===== src/hdl/double_ended_queue_core_macros.svh =====
// Assertion macros for the double-ended queue core.
// Included by the top level; expects clk and rst_n in scope.
`ifndef DOUBLE_ENDED_QUEUE_CORE_MACROS_SVH
`define DOUBLE_ENDED_QUEUE_CORE_MACROS_SVH

// same-cycle implication
`define DQ_ASSERT_IMPL(name, ante, cons, msg) \
  name: assert property (@(posedge clk) disable iff (!rst_n) (ante) |-> (cons)) \
    else $error(msg);

// next-cycle implication
`define DQ_ASSERT_NEXT(name, ante, cons, msg) \
  name: assert property (@(posedge clk) disable iff (!rst_n) (ante) |=> (cons)) \
    else $error(msg);

`endif


===== src/hdl/dq_pkg.sv =====
// Shared types, constants and the ring index helper for the deque core.
// No dependencies.
`default_nettype none

package dq_pkg;

  localparam int DEPTH       = 16;
  localparam int IDX_W       = (DEPTH > 1) ? $clog2(DEPTH) : 1;
  localparam int CNT_W       = $clog2(DEPTH + 1);
  localparam int DATA_W      = 32;
  localparam int OP_W        = 3;
  localparam int ST_W        = 2;
  localparam int OCC_W       = 5;
  localparam int IN_TDATA_W  = ((DATA_W + 7) / 8) * 8;
  localparam int IN_TUSER_W  = OP_W;
  localparam int OUT_TDATA_W = ((DATA_W + OCC_W + 7) / 8) * 8;
  localparam int OUT_PAD_W   = OUT_TDATA_W - DATA_W - OCC_W;
  localparam int OUT_TUSER_W = ST_W;

  typedef logic [IDX_W-1:0]         idx_t;
  typedef logic [CNT_W-1:0]         cnt_t;
  typedef logic signed [DATA_W-1:0] data_t;

  typedef enum logic [OP_W-1:0] {
    OP_PUSH_FRONT = 3'd0,
    OP_PUSH_REAR  = 3'd1,
    OP_POP_FRONT  = 3'd2,
    OP_POP_REAR   = 3'd3,
    OP_DUMP       = 3'd4
  } op_t;

  typedef enum logic [ST_W-1:0] {
    ST_OK    = 2'd0,
    ST_EMPTY = 2'd1,
    ST_FULL  = 2'd2
  } st_t;

  typedef enum logic [1:0] {
    S_IDLE,
    S_EXEC,
    S_EMIT,
    S_DUMP
  } state_t;

  typedef enum logic [2:0] {
    PTR_HOLD,
    PTR_PUSH_FRONT,
    PTR_PUSH_REAR,
    PTR_POP_FRONT,
    PTR_POP_REAR
  } ptr_op_t;

  typedef enum logic [1:0] {
    RD_FRONT,
    RD_REAR,
    RD_DUMP
  } rd_sel_t;

  typedef struct packed {
    logic    in_load;
    ptr_op_t ptr_op;
    logic    rd_en;
    rd_sel_t rd_sel;
    logic    dump_clr;
    logic    dump_inc;
    logic    out_load;
    logic    out_zero;
    st_t     out_status;
    logic    out_last;
  } dq_cmd_t;

  typedef struct packed {
    op_t  op;
    logic empty;
    logic full;
    logic dump_last;
    logic out_free;
  } dq_stat_t;

  // front + offset wrapped into the ring; offset stays below DEPTH
  function automatic idx_t ring_pos(idx_t base, cnt_t off);
    logic [CNT_W:0] sum;
    sum = (CNT_W + 1)'(base) + (CNT_W + 1)'(off);
    if (sum >= (CNT_W + 1)'(DEPTH)) begin
      sum = sum - (CNT_W + 1)'(DEPTH);
    end
    return idx_t'(sum);
  endfunction

endpackage

`default_nettype wire


===== src/hdl/dq_ctrl.sv =====
// Controller for the deque core: request decode and dump sequencing.
// Depends on dq_pkg; drives dq_dpath through dq_cmd_t.
`default_nettype none

module dq_ctrl
  import dq_pkg::*;
(
  input  logic     clk,
  input  logic     rst_n,
  input  logic     in_tvalid,
  output logic     in_tready,
  input  dq_stat_t stat,
  output dq_cmd_t  cmd
);

  state_t state_r, state_nxt;
  st_t    res_status_r, res_status_nxt;
  logic   res_zero_r, res_zero_nxt;

  always_ff @(posedge clk) begin
    if (!rst_n) begin
      state_r      <= S_IDLE;
      res_status_r <= ST_OK;
      res_zero_r   <= 1'b1;
    end else begin
      state_r      <= state_nxt;
      res_status_r <= res_status_nxt;
      res_zero_r   <= res_zero_nxt;
    end
  end

  always_comb begin
    state_nxt      = state_r;
    res_status_nxt = res_status_r;
    res_zero_nxt   = res_zero_r;
    in_tready      = 1'b0;
    cmd.in_load    = 1'b0;
    cmd.ptr_op     = PTR_HOLD;
    cmd.rd_en      = 1'b0;
    cmd.rd_sel     = RD_FRONT;
    cmd.dump_clr   = 1'b0;
    cmd.dump_inc   = 1'b0;
    cmd.out_load   = 1'b0;
    cmd.out_zero   = 1'b1;
    cmd.out_status = ST_OK;
    cmd.out_last   = 1'b1;

    unique case (state_r)
      S_IDLE: begin
        // no word is taken while reset is held
        in_tready = rst_n;
        if (in_tvalid && rst_n) begin
          cmd.in_load = 1'b1;
          state_nxt   = S_EXEC;
        end
      end

      S_EXEC: begin
        state_nxt      = S_EMIT;
        res_status_nxt = ST_OK;
        res_zero_nxt   = 1'b1;
        unique case (stat.op) inside
          OP_PUSH_FRONT, OP_PUSH_REAR: begin
            if (stat.full) begin
              res_status_nxt = ST_FULL;
            end else begin
              cmd.ptr_op = (stat.op == OP_PUSH_FRONT) ? PTR_PUSH_FRONT : PTR_PUSH_REAR;
            end
          end
          OP_POP_FRONT, OP_POP_REAR: begin
            if (stat.empty) begin
              res_status_nxt = ST_EMPTY;
            end else begin
              cmd.rd_en    = 1'b1;
              cmd.rd_sel   = (stat.op == OP_POP_FRONT) ? RD_FRONT : RD_REAR;
              cmd.ptr_op   = (stat.op == OP_POP_FRONT) ? PTR_POP_FRONT : PTR_POP_REAR;
              res_zero_nxt = 1'b0;
            end
          end
          OP_DUMP: begin
            if (stat.empty) begin
              res_status_nxt = ST_EMPTY;
            end else begin
              cmd.rd_en    = 1'b1;
              cmd.rd_sel   = RD_DUMP;
              cmd.dump_clr = 1'b1;
              state_nxt    = S_DUMP;
            end
          end
          default: begin
            // unknown request: plain ok word, nothing touched
          end
        endcase
      end

      S_EMIT: begin
        if (stat.out_free) begin
          cmd.out_load   = 1'b1;
          cmd.out_zero   = res_zero_r;
          cmd.out_status = res_status_r;
          in_tready      = 1'b1;
          cmd.in_load    = in_tvalid;
          state_nxt      = in_tvalid ? S_EXEC : S_IDLE;
        end
      end

      S_DUMP: begin
        if (stat.out_free) begin
          cmd.out_load = 1'b1;
          cmd.out_zero = 1'b0;
          cmd.out_last = stat.dump_last;
          if (stat.dump_last) begin
            in_tready   = 1'b1;
            cmd.in_load = in_tvalid;
            state_nxt   = in_tvalid ? S_EXEC : S_IDLE;
          end else begin
            // prefetch the next entry while this word goes out
            cmd.dump_inc = 1'b1;
            cmd.rd_en    = 1'b1;
            cmd.rd_sel   = RD_DUMP;
          end
        end
      end

      default: begin
        state_nxt = S_IDLE;
      end
    endcase
  end

endmodule

`default_nettype wire


===== src/hdl/dq_dpath.sv =====
// Datapath for the deque core: ring store, front/count pointers,
// dump index and the output register. Depends on dq_pkg.
`default_nettype none

module dq_dpath
  import dq_pkg::*;
(
  input  logic            clk,
  input  logic            rst_n,
  input  dq_cmd_t         cmd,
  input  logic [OP_W-1:0] in_op,
  input  data_t           in_value,
  input  logic            out_tready,
  output dq_stat_t        stat,
  output logic            out_tvalid,
  output data_t           out_value,
  output st_t             out_status,
  output logic            out_last,
  output logic [OCC_W-1:0] out_occ
);

  data_t item_mem [DEPTH];

  op_t   op_r;
  data_t value_r;
  data_t rd_data_r;
  idx_t  front_r, front_nxt;
  cnt_t  count_r, count_nxt;
  cnt_t  dump_idx_r, dump_idx_nxt;
  logic  out_v_r, out_v_nxt;
  data_t out_value_r;
  st_t   out_status_r;
  logic  out_last_r;
  logic [OCC_W-1:0] out_occ_r;

  idx_t  front_dec, front_inc;
  idx_t  wr_addr, rd_addr;
  logic  mem_wr;
  logic  out_free;

  assign front_dec = (front_r == '0) ? idx_t'(DEPTH - 1) : front_r - idx_t'(1);
  assign front_inc = (front_r == idx_t'(DEPTH - 1)) ? '0 : front_r + idx_t'(1);

  assign mem_wr  = (cmd.ptr_op == PTR_PUSH_FRONT) || (cmd.ptr_op == PTR_PUSH_REAR);
  assign wr_addr = (cmd.ptr_op == PTR_PUSH_FRONT) ? front_dec : ring_pos(front_r, count_r);

  always_comb begin
    front_nxt = front_r;
    count_nxt = count_r;
    case (cmd.ptr_op)
      PTR_PUSH_FRONT: begin
        front_nxt = front_dec;
        count_nxt = count_r + cnt_t'(1);
      end
      PTR_PUSH_REAR: begin
        count_nxt = count_r + cnt_t'(1);
      end
      PTR_POP_FRONT: begin
        front_nxt = front_inc;
        count_nxt = count_r - cnt_t'(1);
      end
      PTR_POP_REAR: begin
        count_nxt = count_r - cnt_t'(1);
      end
      default: begin
      end
    endcase
  end

  always_comb begin
    if (cmd.dump_clr) begin
      dump_idx_nxt = '0;
    end else if (cmd.dump_inc) begin
      dump_idx_nxt = dump_idx_r + cnt_t'(1);
    end else begin
      dump_idx_nxt = dump_idx_r;
    end
  end

  always_comb begin
    case (cmd.rd_sel)
      RD_FRONT: rd_addr = front_r;
      RD_REAR:  rd_addr = ring_pos(front_r, count_r - cnt_t'(1));
      default:  rd_addr = ring_pos(front_r, dump_idx_nxt);
    endcase
  end

  always_ff @(posedge clk) begin
    if (mem_wr) begin
      item_mem[wr_addr] <= value_r;
    end
    if (cmd.rd_en) begin
      rd_data_r <= item_mem[rd_addr];
    end
  end

  always_ff @(posedge clk) begin
    if (cmd.in_load) begin
      op_r    <= op_t'(in_op);
      value_r <= in_value;
    end
    if (cmd.out_load) begin
      out_value_r  <= cmd.out_zero ? '0 : rd_data_r;
      out_status_r <= cmd.out_status;
      out_last_r   <= cmd.out_last;
      out_occ_r    <= OCC_W'(count_r);
    end
  end

  assign out_free  = !out_v_r || out_tready;
  assign out_v_nxt = cmd.out_load ? 1'b1 : (out_tready ? 1'b0 : out_v_r);

  always_ff @(posedge clk) begin
    if (!rst_n) begin
      front_r    <= '0;
      count_r    <= '0;
      dump_idx_r <= '0;
      out_v_r    <= 1'b0;
    end else begin
      front_r    <= front_nxt;
      count_r    <= count_nxt;
      dump_idx_r <= dump_idx_nxt;
      out_v_r    <= out_v_nxt;
    end
  end

  assign stat.op        = op_r;
  assign stat.empty     = (count_r == '0);
  assign stat.full      = (count_r == cnt_t'(DEPTH));
  assign stat.dump_last = ((dump_idx_r + cnt_t'(1)) == count_r);
  assign stat.out_free  = out_free;

  assign out_tvalid = out_v_r;
  assign out_value  = out_value_r;
  assign out_status = out_status_r;
  assign out_last   = out_last_r;
  assign out_occ    = out_occ_r;

endmodule

`default_nettype wire


===== src/hdl/double_ended_queue_core.sv =====
// Top level of the bounded double-ended queue core.
// Depends on dq_pkg, dq_ctrl, dq_dpath and double_ended_queue_core_macros.svh.
//
//   channel  dir  word contents
//   in_      in   tuser: op; tdata: item_value
//   out_     out  tuser: status; tdata: result_value, occupancy; tlast: last_of_run
//
// Push, pop and unknown requests pass through an execute state against the store
// and an emit state that loads the output register while the next word comes in.
// A dump of N items reads the store once per word through the registered read
// port. Reset clears pointers and count; store contents are kept.
// With out_tready low the output word holds and in_tready drops once the
// controller has a result waiting.
`default_nettype none
`include "double_ended_queue_core_macros.svh"

module double_ended_queue_core
  import dq_pkg::*;
(
  input  logic                   clk,
  input  logic                   rst_n,
  input  logic                   in_tvalid,
  output logic                   in_tready,
  input  logic [IN_TDATA_W-1:0]  in_tdata,   // [31:0] item_value
  input  logic [IN_TUSER_W-1:0]  in_tuser,   // [2:0] op
  output logic                   out_tvalid,
  input  logic                   out_tready,
  output logic [OUT_TDATA_W-1:0] out_tdata,  // [31:0] result_value, [36:32] occupancy
  output logic [OUT_TUSER_W-1:0] out_tuser,  // [1:0] status
  output logic                   out_tlast
);

  dq_cmd_t          cmd;
  dq_stat_t         stat;
  data_t            out_value;
  st_t              out_status;
  logic [OCC_W-1:0] out_occ;

  dq_ctrl u_ctrl (
    .clk       (clk),
    .rst_n     (rst_n),
    .in_tvalid (in_tvalid),
    .in_tready (in_tready),
    .stat      (stat),
    .cmd       (cmd)
  );

  dq_dpath u_dpath (
    .clk        (clk),
    .rst_n      (rst_n),
    .cmd        (cmd),
    .in_op      (in_tuser[OP_W-1:0]),
    .in_value   (data_t'(in_tdata[DATA_W-1:0])),
    .out_tready (out_tready),
    .stat       (stat),
    .out_tvalid (out_tvalid),
    .out_value  (out_value),
    .out_status (out_status),
    .out_last   (out_tlast),
    .out_occ    (out_occ)
  );

  assign out_tdata = {{OUT_PAD_W{1'b0}}, out_occ, out_value};
  assign out_tuser = out_status;

  `DQ_ASSERT_IMPL(a_full_occ, out_tvalid && (out_tuser == ST_FULL), out_tdata[DATA_W+OCC_W-1:DATA_W] == OCC_W'(DEPTH), "full word without full occupancy")
  `DQ_ASSERT_IMPL(a_empty_word, out_tvalid && (out_tuser == ST_EMPTY), (out_tdata[DATA_W+OCC_W-1:DATA_W] == '0) && (out_tdata[DATA_W-1:0] == '0), "empty word not zero")
  `DQ_ASSERT_IMPL(a_mid_dump_ok, out_tvalid && !out_tlast, out_tuser == ST_OK, "non-final word without ok status")
  `DQ_ASSERT_NEXT(a_busy_after_accept, in_tvalid && in_tready, !in_tready, "request accepted while executing")

endmodule

`default_nettype wire

===== config.mk =====
export PLATFORM = sky130hd
export DESIGN_NAME = double_ended_queue_core
export DESIGN_NICKNAME = d
export VERILOG_FILES = /design/src/hdl/dq_pkg.sv /design/src/hdl/dq_ctrl.sv /design/src/hdl/dq_dpath.sv /design/src/hdl/double_ended_queue_core.sv
export VERILOG_INCLUDE_DIRS = /design/src /design/src/hdl
export SDC_FILE = /design/constraint.sdc
export NUM_CORES = 1
export LEC_CHECK = 0
export BUFFER_PORTS_ARGS = -buffer_cell sky130_fd_sc_hd__buf_4
export CAP_MARGIN = 5
export CELL_PAD_IN_SITES_DETAIL_PLACEMENT = 0
export CELL_PAD_IN_SITES_GLOBAL_PLACEMENT = 1
export CORE_ASPECT_RATIO = 1.1
export CORE_UTILIZATION = 50
export DETAILED_ROUTE_END_ITERATION = 8
export MAX_ROUTING_LAYER = met4
export PLACE_DENSITY = 0.86
export RECOVER_POWER = 100
export SLEW_MARGIN = 20
export SYNTH_ARGS = -nofsm -noshare
export SYNTH_HDL_FRONTEND = slang
export SYNTH_HIERARCHICAL = 1
export SYNTH_SLANG_ARGS = --single-unit

===== constraint.sdc =====
create_clock -name clk -period 9.13 [get_ports clk]
set_input_delay 2.739 -clock clk [delete_from_list [all_inputs] [get_ports clk]]
set_output_delay 2.739 -clock clk [all_outputs]
set_load 0.05 [all_outputs]

# Yosys cells after proc, flatten, opt, wreduce, memory -nomap -nowiden
# Memory sizes are Yosys's and may differ from the RTL's. A register that Yosys moved wholly into a read port is not among the register bits.
# Index checks and enable logic that the tools add are counted.
# totals
romBits,0
regBits,95
in_bits,39
ramBits,512
n_memories,1
output_inout_bits,45
wordCells,123
latch_bits,0
# mem_list
name,depth,word_bits,read_ports,rd_clocked_by_memory_dff,write_ports,line,source
u_dpath.item_mem,16,32,1,1,1,dq_dpath.sv:22,data_t item_mem [DEPTH];
# op_classes
n_lt_le_gt_ge,3
n_eq_ne,19
multipliers,0
n_addsub,11
n_div,0
n_shift,0
n_bitwise,0
mux,56
reduce_logical,20
# op_table
cell,n
two-way mux 4 bit,8
two-way mux 1 bit,21
adder 4 x 5 -> 6 bit,3
>= comparator 6 x 5 -> 1 bit (second input constant),3
two-way mux 3 bit,6
one-hot mux 3 bit (2 select lines),3
one-hot mux 4 bit (2 select lines),2
subtractor 4 x 1 -> 4 bit (second input constant),4
two-way mux 2 bit,7
equality test 3 x 2 -> 1 bit (second input constant),4
adder 5 x 1 -> 5 bit (second input constant),2
two-way mux 5 bit,2
one-hot mux 5 bit (2 select lines),1
!= test 2 x 1 -> 1 bit (second input constant),4
one-hot mux 2 bit (2 select lines),2
one-hot mux 2 bit (4 select lines),1
OR reduction 2 bit,4
equality test 3 x 1 -> 1 bit (second input constant),2
equality test 3 bit (second input constant),2
two-way mux 6 bit,1
one-hot mux 1 bit (3 select lines),2
nonzero test 2 bit,3
equality test 5 bit,1
equality test 5 bit (second input constant),1
other kinds (15),20

# Logic depth before layout (Yosys ltp)
# Gate-level depths: netlist (run 1).
# logic_depth
depth_word,11
ltp_mapped,24
depth_no_buf,21

# Hierarchy
# Netlist (run 1), hierarchy kept.
# by_module_without_submodules
module,instances,area_each_um2,cells_per_inst
dq_dpath,1,24813.8,1818
dq_ctrl,1,436.7,57
double_ended_queue_core,1,26.3,4

# Least setup slack after synthesis (run 1)
# Ideal clock, no wire load.
# synth_timing
kind,input to output
from,input port out_tready
to,output port in_tready
setup_slack_ns,2.140
stages,5
t_required_ns,6.391
arrival_time_ns,4.251
cell_sequence,nand2b_1 -> buf_4 -> nand2_1 -> inv_1 -> o2bb2ai_2
# synth_rtl
item,line,source
start: declaration,double_ended_queue_core.sv:27,"input logic out_tready,"
end: declaration,double_ended_queue_core.sv:23,"output logic in_tready,"

# Final worst setup path (run 1)
# layout_timing
from,input port rst_n
to,output port in_tready
# layout_via
elab_chain_len,1
# layout_rtl
item,line,source
start: declaration,double_ended_queue_core.sv:21,"input logic rst_n,"
one-hot mux 1 bit (3 select lines),dq_ctrl.sv:48,unique case (state_r)
# No other way between the ends.

==> impl_metrics.json, run 1 <==
{
  "ys_ff_latch": 639,
  "setup-tns-final_ps": 0,
  "port_buffers": 80,
  "grt_antenna_before_repair": 0,
  "hold_path.class": "reg2reg",
  "clock_latency_ps": 640,
  "synthTopCellsByArea": "edfxtp_1 74%, nand2_1 7.8%, nand3_1 5.1%",
  "layout-drive-gt1-share": 0.0823,
  "tightestPinTransition_ps": 3110,
  "synthFlopType": "edfxtp_1",
  "grt_overflow": 0,
  "finalClockSkew_ps": 23.1,
  "hpwl_um": 27100,
  "synth_area_um2": 25300,
  "synth_top_area_share": 0.735,
  "setup_violations": 0,
  "final.min_clock_period_ps": 6970,
  "synth_edf_count": 619,
  "viasPerCell": 5.58,
  "worstSetupEndpointType": "primary output",
  "period_share": 0.763,
  "cts_tree": "built",
  "cts_inserted_buffers": 60,
  "cp_max_fo": 19,
  "die_width_um": 216,
  "route.met3.wl_um": 3580,
  "max-cap-violations": 23,
  "grt_pass1_wl_um": 83400,
  "outcome": "finished, violations left",
  "cp.required_ps": 6390,
  "track_usage": 0.223,
  "dieArea_um2": 51500,
  "synth_commonest_cells": "619 x edfxtp_1, 528 x nand2_1, 260 x nand3_1",
  "ys_seq_area_frac": 0.751,
  "gp_congestion": 0.775,
  "ant_nets": 0,
  "io_pins": 84,
  "root_buffer": "clkbuf_16",
  "met2_length_um": 27300,
  "cellPowerDensity_nw_per_um2": 210,
  "violations": "max-capacitance violations, max-slew violations",
  "grt_max_degree": 140,
  "cts_setup_buffers": 0,
  "row_count": 86,
  "die_h_um": 238,
  "htreeDepth": 2,
  "fmax_ghz": 0.143,
  "rsz0062_at_grt": "false",
  "diodes": 0,
  "irDropWorstVdd_uv": 188,
  "drt_wl_total_um": 55100,
  "final_cells": 2664,
  "wl_per_cell_um": 20.7,
  "worst_ep_arrival_time_ps": 4230,
  "relSlewSlack": -1.07,
  "place_inst": 2552,
  "maxUsedRoutingLayer": "met4",
  "clockBufferDepth": 3,
  "dr.pass1.iters": 7,
  "synth-async-reset-ratio": 0,
  "grt_pass1_vias": 14000,
  "postCtsResizedCells": 0,
  "holdWs_ps": 487,
  "clk_pin_slew_worst_paths_ps": 60,
  "m1WireLength_um": 22800,
  "hold_viol": 0,
  "syn_inst": 1879,
  "synth_cell_type_count": 63,
  "yosys_warnings": 6,
  "crit_type": "in2out",
  "drc_errors": 0,
  "leakagePower_nw": 9.65,
  "final_nets": 2007,
  "syn_area_per_cell_um2": 13.5,
  "yosys.cell_count.top_type": "edfxtp_1",
  "cts_hold_buf": 0,
  "cts_sinks": 639,
  "areaGrowthSynthToFinish_pct": 12.2,
  "cp-start-kind": "input port",
  "synth_top_area_cell": "edfxtp_1",
  "start_util": 0.505,
  "drv_slew": 650,
  "drt-initial-drc-count": 1328,
  "finish.utilization": 0.567,
  "route.vias.total": 14900,
  "coreArea_um2": 50000
}
## cell type report
class / instances / area (um2)
Multi-Input combinational cell: 1122 / 5850
Clock buffer: 72 / 1570
Sequential cell: 639 / 19000
Fill cell: 3900 / 21700
Timing Repair Buffer: 118 / 708
Tap cell: 660 / 826
Clock inverter: 40 / 384
Inverter: 13 / 48.8
## per-layer routing
| layer | up-vias | track usage |
|---|---|---|
| li1 | 6949 | - |
| met1 | 7269 | 0.287 |
| met3 | 108 | 0.0366 |
| met5 | - | - |
| met4 | 0 | 0.0704 |
| met2 | 530 | 0.365 |
## placed cells by master (no fill, tap or decap), types with 6 or more instances in the layout
| master | synthesis | final |
|---|---|---|
| clkbuf_16 | 0 | 61 |
| a21oi_1 | 13 | 13 |
| bufinv_16 | 0 | 6 |
| buf_4 | 5 | 12 |
| nor2_4 | 0 | 7 |
| mux2i_1 | 37 | 37 |
| clkbuf_1 | 45 | 77 |
| ha_1 | 12 | 12 |
| nand2_1 | 528 | 528 |
| dfxtp_1 | 20 | 20 |
| clkinv_1 | 0 | 16 |
| nor2_1 | 44 | 37 |
| xnor2_1 | 14 | 14 |
| nor2b_1 | 35 | 35 |
| nand4_1 | 67 | 67 |
| clkbuf_4 | 0 | 34 |
| nand2b_1 | 9 | 9 |
| edfxtp_1 | 619 | 619 |
| inv_1 | 13 | 13 |
| o21ai_0 | 10 | 9 |
| clkinv_2 | 0 | 10 |
| nand3_1 | 260 | 260 |
| xor2_1 | 10 | 10 |
## sequential cells by signal, summed over array words and instances, names as in the netlist
| signal | flops |
|---|---|
| u_dpath/count_r | 5 |
| u_dpath/item_mem | 512 |
| u_dpath/front_r | 4 |
| u_dpath/out_value | 32 |
| u_dpath/out_tvalid | 1 |
| u_ctrl/res_zero_r | 1 |
| u_dpath/out_occ | 5 |
| u_ctrl/state_r | 2 |
| u_dpath/op_r | 3 |
| u_dpath/out_last | 1 |
| u_dpath/value_r | 32 |
| u_dpath/dump_idx_r | 5 |
| u_dpath/out_status | 2 |
| u_ctrl/res_status_r | 2 |
| u_dpath/rd_data_r | 32 |
## power by group
part / total [mW] / leakage, nW / internal, mW / switching, mW
Combinational: 0.222 / 2.98 / 0.0648 / 0.157
Sequential: 3.29 / 5.73 / 3.25 / 0.0410
Clock: 2.45 / 0.942 / 1.40 / 1.05
## critical path, cell delays in order
cell,delay (ps)
clkbuf_1,620
mux2i_1,190
o2bb2ai_2,190
clkbuf_1,480
## per-stage QoR
stage | power (mW) | instance area, um2 | setup slack (ps)
floorplan | 3.50 | 25300 | 2140
global placement | 3.58 | 26700 | 2130
detailed placement | 3.59 | 26700 | 2020
CTS | 6.02 | 28700 | 2680
global route | 6.15 | 28400 | 1840
finish | 5.96 | 28400 | 2160
## final timing paths
| check | endpoint | cells after the start | from | slack (ps) |
|---|---|---|---|---|
| setup reg to reg | u_dpath/item_mem[9][21] | 13 | u_dpath/count_r[0] | 2680 |
| setup / recovery | in_tready | 4 | rst_n | 2160 |
| hold reg to reg | u_ctrl/res_status_r[0] | 2 | u_ctrl/res_status_r[0] | 490 |
| hold / removal | u_ctrl/res_status_r[0] | 2 | u_ctrl/res_status_r[0] | 490 |
## cells by family (layout without fill, tap and decap cells)
logic type,Yosys count,after routing,share of synthesized area
DFF,639,639,0.751
buffers and inverters,120,243,0.0225
and+or+nand+nor,976,976,0.173
xor gates and xnor gates,25,25,0.00896
adders and majority gates,14,14,0.00752
muxes,42,42,0.0183
other,1,3,0.000148
AOI/OAI and AO/OA,62,62,0.0180
Power figures use the tool's default switching activity.
==> run 2: changes to the inputs <==
--- a/config.mk
+++ b/config.mk
@@ -6,15 +6,16 @@
 export SDC_FILE = /design/constraint.sdc
 export NUM_CORES = 1
 export LEC_CHECK = 0
+export ABC_AREA = 1
 export BUFFER_PORTS_ARGS = -buffer_cell sky130_fd_sc_hd__buf_4
 export CAP_MARGIN = 5
 export CELL_PAD_IN_SITES_DETAIL_PLACEMENT = 0
 export CELL_PAD_IN_SITES_GLOBAL_PLACEMENT = 1
 export CORE_ASPECT_RATIO = 1.1
-export CORE_UTILIZATION = 50
+export CORE_UTILIZATION = 46
 export DETAILED_ROUTE_END_ITERATION = 8
 export MAX_ROUTING_LAYER = met4
-export PLACE_DENSITY = 0.86
+export PLACE_DENSITY = 0.85
 export RECOVER_POWER = 100
 export SLEW_MARGIN = 20
 export SYNTH_ARGS = -nofsm -noshare
==> constraint.sdc (replaced) <==
create_clock -name clk -period 6.1 [get_ports clk]
set_input_delay 1.83 -clock clk [delete_from_list [all_inputs] [get_ports clk]]
set_output_delay 1.83 -clock clk [all_outputs]
set_load 0.05 [all_outputs]
==> run 2 against run 1 <==
Effect of this change:
- the flow finishes with violations (design-rule violations, max-capacitance violations, max-slew violations)
- critical endpoint is now u_dpath/item_mem[10][29]
- critical path depth increased by 12
- final cell count is 14% higher
- worst setup slack got worse by 1400 ps
- hold slack got worse by 26 ps
==> impl_metrics.json, run 2 <==
{
  "finalClockSkew_ps": 24.1,
  "cp.required_ps": 6340,
  "row_count": 91,
  "cellPowerDensity_nw_per_um2": 314,
  "drt-initial-drc-count": 1810,
  "worstSetupEndpointType": "flip-flop",
  "areaGrowthSynthToFinish_pct": 11.7,
  "cts_tree": "built",
  "hold_start": "u_dpath/count_r[4]",
  "synthSimpleGateAreaFrac": 0.205,
  "worst_ep_arrival_time_ps": 5570,
  "clk_pin_slew_worst_paths_ps": 60,
  "rsz0062_at_grt": "false",
  "fmax_ghz": 0.188,
  "drv_slew": 262,
  "die_h_um": 251,
  "muxShareOfSynthArea": 0,
  "grt_pass1_wl_um": 93300,
  "outcome": "finished, violations left",
  "worst-r2r-setup-slack_ps": 770,
  "r2r_cells": 16,
  "hold_viol": 0,
  "layout-drive-gt1-share": 0.0832,
  "synthTopCellsByArea": "edfxtp_1 72%, nand2_1 10%, nand3_1 8.3%",
  "synth_area_um2": 26000,
  "ant_nets": 0,
  "leakagePower_nw": 10.5,
  "yosys_warnings": 6,
  "wl_per_cell_um": 20.2,
  "diodes": 0,
  "final.min_clock_period_ps": 5330,
  "synth-xor-area-share": 0.00371,
  "period_share": 0.874,
  "synth_cell_type_count": 43,
  "setup-tns-final_ps": 0,
  "hold_path_end": "u_dpath/out_occ[4]",
  "pre_cts_ws_ps": 601,
  "ys_seq_area_frac": 0.731,
  "synth_edf_count": 619,
  "layout_setup_ws_ps": 768,
  "nFillCells": 4684,
  "synth_top_family_by_area": "simple AND/OR/NAND/NOR gates",
  "htreeDepth": 2,
  "cts_inserted_buffers": 61,
  "synth_top_area_cell": "edfxtp_1",
  "synth_commonest_cells": "704 x nand2_1, 619 x edfxtp_1, 433 x nand3_1",
  "start_util": 0.465,
  "clockBufferDepth": 3,
  "layout_commonest_cell": "nand2_1",
  "root_buffer": "clkbuf_16",
  "hold_depth": 0,
  "reg2reg_to": "u_dpath/item_mem[10][29]",
  "final_nets": 2285,
  "dieArea_um2": 57400,
  "drt_wl_total_um": 61000,
  "cts_setup_buffers": 0,
  "yosys.cell_count.top_type": "nand2_1",
  "synth-compound-area-share": 0.0125,
  "syn_inst": 2164,
  "max-cap-violations": 11,
  "syn_area_per_cell_um2": 12.0,
  "coreArea_um2": 55900,
  "postCtsResizedCells": 0,
  "ys_ff_latch": 639,
  "synthAdderAreaFrac": 0.00732,
  "grt_max_degree": 92,
  "dr.pass1.iters": 7,
  "grt_overflow": 0,
  "track_usage": 0.221,
  "tightestPinTransition_ps": 3040,
  "largest_register": "u_dpath/item_mem",
  "grt_antenna_before_repair": 0,
  "most-common-layout-cells": "704 x nand2_1, 619 x edfxtp_1, 433 x nand3_1, 82 x inv_1, 70 x clkbuf_1",
  "relSlewSlack": -1.03,
  "crit_type": "reg2reg",
  "gp_congestion": 0.824,
  "die_width_um": 229,
  "cts_hold_buf": 0,
  "synth_top_area_share": 0.716,
  "drc_errors": 2,
  "synthFlopType": "edfxtp_1",
  "synth-async-reset-ratio": 0,
  "violations": "design-rule violations, max-capacitance violations, max-slew violations",
  "grt_pass1_vias": 15800,
  "r2r_start": "u_dpath/count_r[0]",
  "irDropWorstVdd_uv": 272,
  "clock_latency_ps": 640,
  "route.vias.total": 16500,
  "cts_sinks": 639,
  "port_buffers": 80,
  "setup_violations": 0,
  "io_pins": 84,
  "cp-start-kind": "flip-flop",
  "largest_register_ffs": 512,
  "hold_path.class": "reg2reg",
  "hpwl_um": 32500,
  "cp_max_fo": 21,
  "viasPerCell": 5.45
}
run 2: changes by cell type after synthesis, sizes merged, moves of 35 or more:
cell / delta
mux2i: -39
nand4: -64
nor2b: -35
clkbuf: -36
nand3: +177
inv: +74
nand2: +183
nor2: +37
buf: +45
run 2: power breakdown:
part | switching, mW | internal, mW | leakage [nW]
Clock | 1.62 | 2.08 | 0.965
Sequential | 0.0780 | 4.90 | 5.78
Combinational | 0.325 | 0.126 | 3.75
run 2: layer usage:
metal,up-vias,wire length [um],GRT usage
met2,632,30200,0.363
met1,8075,24800,0.281
met5,-,0,-
met4,0,1870,0.0757
met3,131,4150,0.0314
li1,7664,-,-
run 2: logic make-up after synthesis:
| logic type | after synthesis |
|---|---|
| other | 1 |
| adder cells (fa/ha/maj) | 14 |
| AND/OR/NAND/NOR | 1239 |
| XOR/XNOR | 11 |
| AO/OA/AOI/OAI | 56 |
| buffers and inverters | 204 |
| flip-flops | 639 |
run 2: critical path, stage by stage (launching register included):
cell,delay [ps]
dfxtp_1,510
inv_1,180
ha_1,240
nand2_1,100
nor2_1,90
nor2_1,110
nand2_1,70
a21oi_1,300
nand2_1,200
nor2_1,290
inv_1,120
nor2_1,150
a21oi_1,80
nor2_1,120
nand2_1,210
nor2_1,1220
clkbuf_2,920
run 2: cell type report:
cell class                      count  area [um2]  share of cell area
Inverter                           88         340              0.0117
Tap cell                          744         931              0.0321
Clock buffer                       73        1590              0.0549
Timing Repair Buffer              119         774              0.0267
Multi-Input combinational cell   1323        6020               0.207
Sequential cell                   639       19000               0.654
Clock inverter                     43         374              0.0129
run 2: metrics by stage:
step	area [um2]	std cells	util	hold slack (ps)	power [mW]
5_1_grt	29000	3029	0.519	494	9.41
4_1_cts	29300	3029	0.525	463	9.20
2_1_floorplan	26000	2166	-	406	5.36
3_5_place_dp	27400	2913	0.489	446	5.54
3_3_place_gp	27400	2913	0.489	443	5.52
6_report	29000	3029	0.519	461	9.13
run 2: worst max-delay path by stage:
stage                     cells past startpoint             startpoint  slack [ps]                       end
final                                        16     u_dpath/count_r[0]         770  u_dpath/item_mem[10][29]
after global routing                         16     u_dpath/count_r[0]         420  u_dpath/item_mem[10][31]
after CTS                                    27  u_dpath/dump_idx_r[0]        1260     u_dpath/rd_data_r[19]
after detailed placement                     22             out_tready         600     u_dpath/rd_data_r[19]
after global placement                       22             out_tready         700     u_dpath/rd_data_r[16]
after floorplan                              21             out_tready        1560     u_dpath/rd_data_r[11]
==> run 3: changes to the inputs <==
--- a/config.mk
+++ b/config.mk
@@ -12,7 +12,7 @@
 export CELL_PAD_IN_SITES_DETAIL_PLACEMENT = 0
 export CELL_PAD_IN_SITES_GLOBAL_PLACEMENT = 1
 export CORE_ASPECT_RATIO = 1.1
-export CORE_UTILIZATION = 46
+export CORE_UTILIZATION = 45
 export DETAILED_ROUTE_END_ITERATION = 8
 export MAX_ROUTING_LAYER = met4
 export PLACE_DENSITY = 0.85
@@ -20,5 +20,4 @@
 export SLEW_MARGIN = 20
 export SYNTH_ARGS = -nofsm -noshare
 export SYNTH_HDL_FRONTEND = slang
-export SYNTH_HIERARCHICAL = 1
 export SYNTH_SLANG_ARGS = --single-unit
==> run 3 against run 2 <==
Effect of this change:
- cell area up 8.5%
- critical path depth down 10
- critical endpoint is now in_tready
- clock skew down 7.0 ps
- via count up 17%
- area after synthesis up 8.2%
- sequential share of layout area down 5.1 points
- maximum frequency about the same
- the flow finishes with violations (max-capacitance violations, max-slew violations)
==> impl_metrics.json, run 3 <==
{
  "outcome": "finished, violations left",
  "violations": "max-capacitance violations, max-slew violations",
  "grt_overflow": 0,
  "final_cells": 3598,
  "cts_inserted_buffers": 67,
  "swShare": 0.257,
  "leakagePower_nw": 13.1,
  "final_nets": 2779,
  "crit_start": "rst_n",
  "synth_commonest_cells": "619 x edfxtp_1, 574 x nand2_1, 537 x nand3_1",
  "drt-initial-drc-count": 2154,
  "synth_cell_type_count": 38,
  "ant_nets": 0,
  "r2r_cells": 14,
  "grt_pass1_vias": 19000,
  "coreArea_um2": 61500,
  "drv_slew": 288,
  "setup-tns-final_ps": 0,
  "dieArea_um2": 63500,
  "period_share": 0.874,
  "hold_path_end": "u_ctrl.res_status_r[0]",
  "ys_ff_latch": 639,
  "die_width_um": 240,
  "syn_inst": 2669,
  "hold_viol": 0,
  "comb_power_share": 0.101,
  "cp-start-kind": "input port",
  "root_buffer": "clkbuf_16",
  "worst_ep_arrival_time_ps": 3500,
  "layout-drive-gt1-share": 0.0667,
  "route.vias.total": 19300,
  "power.internal_mw": 7.57,
  "fin_area_um2": 31500,
  "most-common-layout-cells": "619 x edfxtp_1, 576 x nand2_1, 537 x nand3_1, 532 x inv_1, 74 x clkbuf_1",
  "grt_pass1_wl_um": 113000,
  "track_usage": 0.247,
  "start_util": 0.457,
  "reg2reg_to": "u_dpath.item_mem[9][27]",
  "cp_max_fo": 11,
  "synth_top_area_share": 0.661,
  "cp.required_ps": 4270,
  "syn_area_per_cell_um2": 10.5,
  "synthTopCellsByArea": "edfxtp_1 66%, nand3_1 9.6%, nand2_1 7.7%",
  "grt_max_degree": 114,
  "hold_start": "u_ctrl.res_status_r[0]",
  "fmax_ghz": 0.187,
  "worst-r2r-setup-slack_ps": 870,
  "cts_tree": "built",
  "cts_sinks": 639,
  "max-cap-violations": 13,
  "wl_per_cell_um": 20.8,
  "synth_top_area_cell": "edfxtp_1",
  "place_area_um2": 29700,
  "yosys.cell_count.top_type": "edfxtp_1",
  "drc_errors": 0,
  "layout_commonest_cell": "edfxtp_1",
  "viasPerCell": 5.37,
  "seq_power_share": 0.508,
  "final.min_clock_period_ps": 5330,
  "relSlewSlack": -1.07,
  "finalClockSkew_ps": 17.1,
  "hold_depth": 2,
  "synthFlopType": "edfxtp_1",
  "synth-async-reset-ratio": 0,
  "tightestPinTransition_ps": 3110,
  "cellPowerDensity_nw_per_um2": 324,
  "clock_latency_ps": 610,
  "io_pins": 84,
  "drt_wl_total_um": 74800,
  "postCtsResizedCells": 0,
  "synth_edf_count": 619,
  "nFillCells": 5374,
  "synth_area_um2": 28100,
  "hold_path.class": "reg2reg",
  "cts_setup_buffers": 0,
  "largest_register_ffs": 512,
  "areaGrowthSynthToFinish_pct": 12.0,
  "rsz0062_at_grt": "false",
  "worstSetupEndpointType": "primary output",
  "row_count": 95,
  "switching_power_mw": 2.62,
  "htreeDepth": 3,
  "largest_register": "u_dpath.item_mem",
  "die_h_um": 264,
  "diodes": 0,
  "grt_antenna_before_repair": 0,
  "clk_pin_slew_worst_paths_ps": 60,
  "clock_power_share": 0.391,
  "gp_congestion": 0.848,
  "clockBufferDepth": 3,
  "place_inst": 3479,
  "r2r_start": "u_dpath.count_r[1]",
  "ys_seq_area_frac": 0.676,
  "dr.pass1.iters": 8,
  "hpwl_um": 39000,
  "port_buffers": 80,
  "setup_violations": 0,
  "irDropWorstVdd_uv": 288,
  "yosys_warnings": 0,
  "cts_hold_buf": 0,
  "crit_type": "in2out"
}
run 3: cell types whose count changed after synthesis, sizes merged, moves of 3 or more:
cell    before  now
inv         87  537
a21oi       23   14
a221oi       1    4
nor2        81   88
buf        105  115
nand3      437  538
clkbuf      11   20
nand2      711  581
nand4        3    7
xnor2        6    2
nand3b       0   64
run 3: kinds of logic after synthesis:
kind of cell / after synthesis / share of synthesized area
flops: 639 / 0.676
xor+xnor: 8 / 0.00249
simple gates: 1285 / 0.207
other cells: 1 / 0.000133
fa+ha+maj: 15 / 0.00721
compound gates: 49 / 0.0103
buf+inv: 672 / 0.0969
run 3: worst max-delay path by stage:
stage	endpoint	slack, ps	depth (start not counted)
CTS	u_dpath.rd_data_r[1]	1380	18
global route	u_dpath.item_mem[9][20]	530	14
detailed placement	u_dpath.rd_data_r[1]	760	18
floorplan	u_dpath.op_r[0]	980	5
global placement	u_dpath.rd_data_r[1]	900	20
finish	in_tready	770	6
run 3: cell type report:
type / instances / area [um2] / area share
Tap cell: 824 / 1030 / 0.0327
Multi-Input combinational cell: 1360 / 6540 / 0.208
Clock inverter: 39 / 349 / 0.0111
Inverter: 537 / 2020 / 0.0640
Sequential cell: 639 / 19000 / 0.603
Timing Repair Buffer: 120 / 798 / 0.0254
Clock buffer: 79 / 1760 / 0.0560
run 3: layer usage:
metal	share of wire	global-route usage
met3	0.077	0.0362
met5	0	-
met2	0.48	0.397
met4	0.042	0.100
met1	0.40	0.314
run 3: critical path, stage by stage:
cell and delay [ps]:
clkbuf_1 410, inv_1 360, o21ai_0 240, inv_1 70, nor2_1 100, clkbuf_1 480
run 3: power by group through the flow:
stage          clock, mW  sequential (mW)  combinational, mW
2_1_floorplan          0             5.32              0.615
3_3_place_gp           0             5.25               1.05
3_5_place_dp           0             5.26               1.07
4_1_cts             4.03             5.16               1.08
5_1_grt             4.18             5.19               1.13
6_report            3.99             5.17               1.03
run 3: metrics by stage:
step	power [mW]	utilization	worst slack, ps	hold slack, ps
CTS	10.3	0.517	1380	471
detailed placement	6.33	0.483	760	462
global placement	6.30	0.483	904	463
floorplan	5.94	-	984	444
finish	10.2	0.512	767	479
global route	10.5	0.512	526	502
